### src/design/rf3_pkg.sv
// rf3_pkg: shared types, register codes and compare helpers for the 3x3 rank filter
// used by rf3_line_store, rf3_rank and rank_filter_3x3_core; depends on nothing

package rf3_pkg;

    // window geometry
    localparam int WIN      = 3;
    localparam int TAPS     = WIN * WIN;
    localparam int MIN_SIZE = 3;

    // configuration port
    localparam int CFG_IDX_W  = 2;
    localparam int CFG_DATA_W = 11;
    localparam int SIZE_W     = 11;
    localparam int MODE_W     = 2;

    localparam logic [CFG_IDX_W-1:0] REG_IMAGE_WIDTH  = 2'd0;
    localparam logic [CFG_IDX_W-1:0] REG_IMAGE_HEIGHT = 2'd1;
    localparam logic [CFG_IDX_W-1:0] REG_FILTER_MODE  = 2'd2;

    // filter modes, any other code filters as median
    localparam logic [MODE_W-1:0] MODE_MEDIAN = 2'd0;
    localparam logic [MODE_W-1:0] MODE_MAX    = 2'd1;
    localparam logic [MODE_W-1:0] MODE_MIN    = 2'd2;

    typedef logic [7:0] pix_t;
    typedef pix_t [TAPS-1:0] window_t;

    // one line store entry: previous line and the line before it
    typedef struct packed {
        pix_t prev2;
        pix_t prev1;
    } line_word_t;

    // per result control carried down the rank pipeline
    typedef struct packed {
        logic interior;
        logic last;
    } item_ctl_t;

    typedef struct packed {
        pix_t hi;
        pix_t mid;
        pix_t lo;
    } sort3_t;

    function automatic pix_t max2(input pix_t a, input pix_t b);
        return (a > b) ? a : b;
    endfunction

    function automatic pix_t min2(input pix_t a, input pix_t b);
        return (a < b) ? a : b;
    endfunction

    function automatic pix_t max3(input pix_t a, input pix_t b, input pix_t c);
        return max2(max2(a, b), c);
    endfunction

    function automatic pix_t min3(input pix_t a, input pix_t b, input pix_t c);
        return min2(min2(a, b), c);
    endfunction

    function automatic pix_t med3(input pix_t a, input pix_t b, input pix_t c);
        return max2(min2(a, b), min2(max2(a, b), c));
    endfunction

    // three compare-exchanges
    function automatic sort3_t sort3(input pix_t a, input pix_t b, input pix_t c);
        pix_t   l1;
        pix_t   h1;
        pix_t   t;
        sort3_t s;
        l1    = min2(a, b);
        h1    = max2(a, b);
        s.lo  = min2(l1, c);
        t     = max2(l1, c);
        s.mid = min2(h1, t);
        s.hi  = max2(h1, t);
        return s;
    endfunction

endpackage

### src/design/rf3_rank.sv
// rf3_rank: three stage rank pipeline (row sort, candidates, final pick into output register)
// depends on rf3_pkg for window, control types and compare helpers

module rf3_rank (
    input  logic                     aclk,
    input  logic                     aresetn,
    input  logic [rf3_pkg::MODE_W-1:0] filter_mode,
    input  logic                     in_valid,
    output logic                     in_ready,
    input  rf3_pkg::window_t         in_window,
    input  rf3_pkg::item_ctl_t       in_ctl,
    output logic                     out_valid,
    input  logic                     out_ready,
    output rf3_pkg::pix_t            out_pixel,
    output logic                     out_last
);

    typedef struct packed {
        rf3_pkg::sort3_t [rf3_pkg::WIN-1:0] rows;
        rf3_pkg::pix_t                      center;
        rf3_pkg::item_ctl_t                 ctl;
    } s1_t;

    typedef struct packed {
        rf3_pkg::pix_t [2:0]  cand;
        logic                 use_median;
        rf3_pkg::pix_t        center;
        rf3_pkg::item_ctl_t   ctl;
    } s2_t;

    logic s1_valid_reg, s1_valid_next;
    logic s2_valid_reg, s2_valid_next;
    logic out_valid_reg, out_valid_next;
    s1_t  s1_reg, s1_next;
    s2_t  s2_reg, s2_next;
    rf3_pkg::pix_t out_pixel_reg, out_pixel_next;
    logic out_last_reg, out_last_next;

    logic out_free, rdy2, adv1, adv2, load1;

    // stage handshakes, bubbles collapse
    assign out_free = !out_valid_reg || out_ready;
    assign rdy2     = !s2_valid_reg || out_free;
    assign adv2     = s2_valid_reg && out_free;
    assign adv1     = s1_valid_reg && rdy2;
    assign in_ready = !s1_valid_reg || rdy2;
    assign load1    = in_valid && in_ready;

    // stage 1: sort each window row
    always_comb begin
        for (int r = 0; r < rf3_pkg::WIN; r++) begin
            s1_next.rows[r] = rf3_pkg::sort3(in_window[r*rf3_pkg::WIN],
                                             in_window[r*rf3_pkg::WIN + 1],
                                             in_window[r*rf3_pkg::WIN + 2]);
        end
        s1_next.center = in_window[rf3_pkg::TAPS/2];
        s1_next.ctl    = in_ctl;
    end

    // stage 2: candidates per mode
    always_comb begin
        s2_next.center = s1_reg.center;
        s2_next.ctl    = s1_reg.ctl;
        unique case (filter_mode)
            rf3_pkg::MODE_MAX: begin
                s2_next.cand[0]    = rf3_pkg::max3(s1_reg.rows[0].hi, s1_reg.rows[1].hi,
                                                   s1_reg.rows[2].hi);
                s2_next.cand[1]    = s1_reg.rows[0].hi;
                s2_next.cand[2]    = s1_reg.rows[0].hi;
                s2_next.use_median = 1'b0;
            end
            rf3_pkg::MODE_MIN: begin
                s2_next.cand[0]    = rf3_pkg::min3(s1_reg.rows[0].lo, s1_reg.rows[1].lo,
                                                   s1_reg.rows[2].lo);
                s2_next.cand[1]    = s1_reg.rows[0].lo;
                s2_next.cand[2]    = s1_reg.rows[0].lo;
                s2_next.use_median = 1'b0;
            end
            default: begin
                s2_next.cand[0]    = rf3_pkg::max3(s1_reg.rows[0].lo, s1_reg.rows[1].lo,
                                                   s1_reg.rows[2].lo);
                s2_next.cand[1]    = rf3_pkg::med3(s1_reg.rows[0].mid, s1_reg.rows[1].mid,
                                                   s1_reg.rows[2].mid);
                s2_next.cand[2]    = rf3_pkg::min3(s1_reg.rows[0].hi, s1_reg.rows[1].hi,
                                                   s1_reg.rows[2].hi);
                s2_next.use_median = 1'b1;
            end
        endcase
    end

    // stage 3: final pick, border pixels pass through
    always_comb begin
        if (!s2_reg.ctl.interior) begin
            out_pixel_next = s2_reg.center;
        end else if (s2_reg.use_median) begin
            out_pixel_next = rf3_pkg::med3(s2_reg.cand[0], s2_reg.cand[1], s2_reg.cand[2]);
        end else begin
            out_pixel_next = s2_reg.cand[0];
        end
        out_last_next = s2_reg.ctl.last;
    end

    // valid flags
    always_comb begin
        s1_valid_next  = load1 ? 1'b1 : (adv1 ? 1'b0 : s1_valid_reg);
        s2_valid_next  = adv1 ? 1'b1 : (adv2 ? 1'b0 : s2_valid_reg);
        out_valid_next = adv2 ? 1'b1 : (out_ready ? 1'b0 : out_valid_reg);
    end

    always_ff @(posedge aclk) begin
        if (!aresetn) begin
            s1_valid_reg  <= 1'b0;
            s2_valid_reg  <= 1'b0;
            out_valid_reg <= 1'b0;
        end else begin
            s1_valid_reg  <= s1_valid_next;
            s2_valid_reg  <= s2_valid_next;
            out_valid_reg <= out_valid_next;
        end
    end

    // payload, no reset
    always_ff @(posedge aclk) begin
        if (load1) begin
            s1_reg <= s1_next;
        end
        if (adv1) begin
            s2_reg <= s2_next;
        end
        if (adv2) begin
            out_pixel_reg <= out_pixel_next;
            out_last_reg  <= out_last_next;
        end
    end

    assign out_valid = out_valid_reg;
    assign out_pixel = out_pixel_reg;
    assign out_last  = out_last_reg;

`ifndef ASSERT_OFF
    // back pressure reaches the input only when every later stage is full
    a_stall_full: assert property (@(posedge aclk) disable iff (!aresetn)
        !in_ready |-> (s2_valid_reg && out_valid_reg))
        else $error("rank input stalled with a free stage downstream");

    // a beat moved out of stage 2 lands in the output register
    a_adv2_lands: assert property (@(posedge aclk) disable iff (!aresetn)
        adv2 |=> out_valid_reg)
        else $error("stage 2 beat lost");

    // a beat moved out of stage 1 lands in stage 2
    a_adv1_lands: assert property (@(posedge aclk) disable iff (!aresetn)
        adv1 |=> s2_valid_reg)
        else $error("stage 1 beat lost");
`endif

endmodule

### config.mk
export PLATFORM = sky130hd
export DESIGN_NAME = rf3_rank
export DESIGN_NICKNAME = d
export VERILOG_FILES = /design/src/design/rf3_pkg.sv /design/src/design/rf3_rank.sv
export SDC_FILE = /design/constraint.sdc
export NUM_CORES = 1
export LEC_CHECK = 0
export BUFFER_PORTS_ARGS = -buffer_cell sky130_fd_sc_hd__buf_4
export CORE_MARGIN = 2
export CORE_UTILIZATION = 45
export DETAILED_ROUTE_END_ITERATION = 10
export GPL_ROUTABILITY_DRIVEN = 0
export SLEW_MARGIN = 20
export SYNTH_ARGS = -nofsm -noshare
export SYNTH_HDL_FRONTEND = slang
export SYNTH_SLANG_ARGS = --single-unit
### constraint.sdc
create_clock -name aclk -period 17.4 [get_ports aclk]
set_input_delay 1.74 -clock aclk [delete_from_list [all_inputs] [get_ports aclk]]
set_output_delay 1.74 -clock aclk [all_outputs]
set_load 0.01 [all_outputs]
==> reports/summary.md <==
Of all nets on the critical path, the largest fanout is 17. Highest achievable clock rate: 137 MHz. For the number of routed nets with antenna violations, the log shows 0. The worst hold path belongs to the class flop to flop. The dominant cell type by area after synthesis is sky130_fd_sc_hd__edfxtp_1. The net switching power figure was 718 uW; the area of the mapped netlist was 11500 um^2. Setup repair after global routing left no endpoint under its margin. The total overflow left after global routing is 0.

The height of the chip was 164 um. Mean routed wirelength per cell: 18.5 um. The length of the first detailed-routing pass in iterations is 5, and the clock-pin slew on the worst setup and hold paths is 0.07 ns. The number of warnings reported in the yosys synthesis log was 0; the via density per instance was 5.58. Entering global routing, the biggest net connects 83 pins. STA classifies the critical path startpoint as an input port. Setup violations remaining at the end of the flow were counted as 0.

The internal power summed over all cells is 1.02 mW, and the number of antenna violations at the first check in global routing is 0. The core region is 25100 um^2. Once routing completed, OpenROAD measured the worst setup slack at 10.12 ns. The total of fill cells in the finished design was 2298; the share of the synthesized area in the top cell type was 32.9%.

The die footprint is 26900 um^2, and the switching fraction of total power is 41.2%. The detailed router finished its first iteration with 658 violations. The final hold violation count was 0; the floorplan die width was 164 um. The share of total power in sequential cells was 27.1%; the period utilization was 41.8%. The setup fix buffers added after clock tree synthesis is 0. The total detailed-routing wirelength came out at 29.1 mm.

The slew of the pin with the lowest slew margin was 1.04 ns; the portion of total power attributed to the clock network was 20.4%. CTS saw 129 sinks. For the number of vias after detailed routing, the log shows 8769. Post-CTS repair changed the size of 0 cells. Cells with a size suffix above 1 make up 18.0% of the layout. The run gives 0 as the hold buffer count at cts. The via count of the first global-routing pass was 8547. TritonCTS built the clock tree.

The floorplan has 58 rows. In the synthesized netlist the dominant register cell turns out to be sky130_fd_sc_hd__edfxtp_1. The area added between synthesis and finish came out at 14.3%. The average footprint of a synthesized cell works out to 10.0 um^2.

The number of antenna diodes in the final layout is 0. Flip-flop count of the largest register after layout: 82. After synthesis, the cell types taking the most area are sky130_fd_sc_hd__edfxtp_1 33%, sky130_fd_sc_hd__ha_1 18%, sky130_fd_sc_hd__mux2i_1 11%, sky130_fd_sc_hd__mux2_2 6.5%, sky130_fd_sc_hd__inv_1 5.2%. The run finished with clean final reports.

The data required time of the critical path came out at 17.56 ns. The CTS buffer count came out at 17. After detailed routing, the number of remaining DRC violations is 0.

For the total number of H-tree levels, the log shows 4. For the max-slew violation total from the final report, the log shows 0. After routing, the total negative slack on setup checks comes to 0 ns. Combinational power share: 52.5%. The total area of multi-input combinational cells was 6960 um^2; the worst setup slack before clock tree synthesis was 9.73 ns. The critical path in this run is classified as input port to flop. For the worst setup path, the data arrival time is 7.44 ns.

The run gives 1.74 mW as the overall power after layout. The number of nets handed over by synthesis was 1391. The number of port buffers was 90. Counting flops and latches in the post-synthesis netlist gives 129. The final layout contains 1474 nets. For this run, asynchronously set or reset flops after synthesis account for 0%.

On the final layout, the worst clock skew is 0.0110 ns. Headroom to the max-slew limit came out at 30.6%. STA classifies the critical path endpoint as a flop. CTS placed an instance of sky130_fd_sc_hd__clkbuf_16 at the clock tree root.

The area occupied by registers came out at 3840 um^2. For the peak supply drop, the log shows 0.0713 mV. The tool flagged a number of max-cap violations equal to 0. Dividing total power by cell area gives a power density of 132 nW/um^2. The number of enable flip-flop cells after synthesis was 126; the sequential share of the synthesized area was 33.4%. The initial utilization of the core area, before any placement, comes to 45.8%.

Detailed placement finished with a half-perimeter wire length of 23.8 mm. After technology mapping, the gate count stands at 1145. Overall fraction of global-route tracks in use: 22.2%. First-pass GRT wire length: 46.1 mm. Pin placement for this block handled 91 I/O pins. The logs give 2 for the number of buffers on the longest clock path and 56 for the number of distinct library cell variants in the gate-level netlist after synthesis.

The tools report the clock latency at the later pin of the worst-skew pair as 0.43 ns. The commonest cells after synthesis are 166 x sky130_fd_sc_hd__ha_1, 159 x sky130_fd_sc_hd__inv_1, 128 x sky130_fd_sc_hd__mux2i_1. The most used standard cell by instance count after synthesis is sky130_fd_sc_hd__ha_1.

The routed design could run at a clock period as short as 7.28 ns. The leakage power figure was 6.08 nW.
area by class of cell:
class                      instances  area share [%]
inverter                         159            4.54
timing repair buffer              97            5.69
clock inverter                    15            1.26
sequential                       129            29.2
clock buffer                      17            3.23
multi-input combinational        824            52.9
tap                              330            3.14
kinds of logic (layout without fill, tap and decap cells):
| kind of cell | Yosys count | count (layout) | synth area share (%) |
|---|---|---|---|
| simple gates | 189 | 189 | 8.46 |
| fa+ha+maj | 166 | 166 | 18.1 |
| compound gates | 274 | 274 | 16.0 |
| buf+inv | 192 | 288 | 6.32 |
| flops | 129 | 129 | 33.4 |
| mux | 195 | 195 | 17.7 |
worst max-delay path, cell delays in order:
cell and delay [ns]:
sky130_fd_sc_hd__buf_4 0.12, sky130_fd_sc_hd__ha_1 0.29, sky130_fd_sc_hd__nor2b_1 0.12, sky130_fd_sc_hd__o21ai_0 0.08
sky130_fd_sc_hd__nand2b_1 0.08, sky130_fd_sc_hd__a21oi_1 0.07, sky130_fd_sc_hd__o21ai_1 0.62, sky130_fd_sc_hd__mux2_2 0.44
sky130_fd_sc_hd__ha_1 0.29, sky130_fd_sc_hd__nor2b_1 0.11, sky130_fd_sc_hd__o21ai_0 0.08, sky130_fd_sc_hd__nand2b_1 0.08
sky130_fd_sc_hd__a21oi_1 0.07, sky130_fd_sc_hd__o21ai_1 0.76, sky130_fd_sc_hd__o21a_1 0.55, sky130_fd_sc_hd__mux2i_1 0.39
sky130_fd_sc_hd__ha_1 0.31, sky130_fd_sc_hd__a21o_1 0.19, sky130_fd_sc_hd__a21o_1 0.17, sky130_fd_sc_hd__a21oi_1 0.14
sky130_fd_sc_hd__o21ai_0 0.09, sky130_fd_sc_hd__buf_4 0.20, sky130_fd_sc_hd__o21a_1 0.28, sky130_fd_sc_hd__mux2i_1 0.18
worst paths after layout:
path | from | to | slack (ns) | cells after the start
max | in_window[1] | s1_reg[28] | 10.12 | 24
min | s1_reg[2] | s2_reg[2] | 0.42 | 0
max reg2reg | s2_reg[16] | out_pixel[1] | 11.65 | 20
min reg2reg | s1_reg[2] | s2_reg[2] | 0.42 | 0
power by group through the flow:
stage / sequential (mW) / combinational, mW / clock [mW]
floorplan: 0.450 / 0.692 / 0
global placement: 0.477 / 0.880 / 0
detailed placement: 0.478 / 0.895 / 0
CTS: 0.472 / 0.902 / 0.363
global route: 0.476 / 1.02 / 0.376
finish: 0.472 / 0.913 / 0.356
layout by cell type, fill, tap and decap left out, types with 4 or more instances in the layout:
cell type and count:
sky130_fd_sc_hd__inv_8 4, sky130_fd_sc_hd__nand2_1 34, sky130_fd_sc_hd__buf_4 96, sky130_fd_sc_hd__clkinvlp_4 4
sky130_fd_sc_hd__o211ai_1 13, sky130_fd_sc_hd__nand2b_1 21, sky130_fd_sc_hd__ha_1 166, sky130_fd_sc_hd__nor2b_1 21
sky130_fd_sc_hd__nand3_1 17, sky130_fd_sc_hd__a31o_2 13, sky130_fd_sc_hd__a32oi_1 8, sky130_fd_sc_hd__o21ai_0 44
sky130_fd_sc_hd__clkbuf_16 17, sky130_fd_sc_hd__a31oi_1 11, sky130_fd_sc_hd__mux2i_1 128, sky130_fd_sc_hd__inv_1 159
sky130_fd_sc_hd__a21o_1 31, sky130_fd_sc_hd__o21a_1 25, sky130_fd_sc_hd__nor2_1 48, sky130_fd_sc_hd__mux2_2 66
sky130_fd_sc_hd__a221oi_1 7, sky130_fd_sc_hd__o221ai_1 10, sky130_fd_sc_hd__inv_6 5, sky130_fd_sc_hd__o21ai_1 6
sky130_fd_sc_hd__edfxtp_1 126, sky130_fd_sc_hd__a21oi_1 77, sky130_fd_sc_hd__nand4_1 31
metrics by stage:
stage	hold WS (ns)	util, %	instances	area, um^2
after floorplan	0.400	-	1145	11500
after global placement	0.401	49.9	1538	12500
after detailed placement	0.405	49.9	1538	12500
after CTS	0.418	52.3	1570	13100
after global routing	0.425	52.4	1571	13200
final	0.419	52.4	1571	13200
metal layers:
metal,global-route usage (%),part of all wire (%),vias up
met1,32.8,50,4110
met3,3.59,4.2,31
met4,5.82,1.9,0
met2,33.9,44,187
li1,-,-,4441
met5,0,0,-
Note: power is estimated with default switching activity, not from simulation.
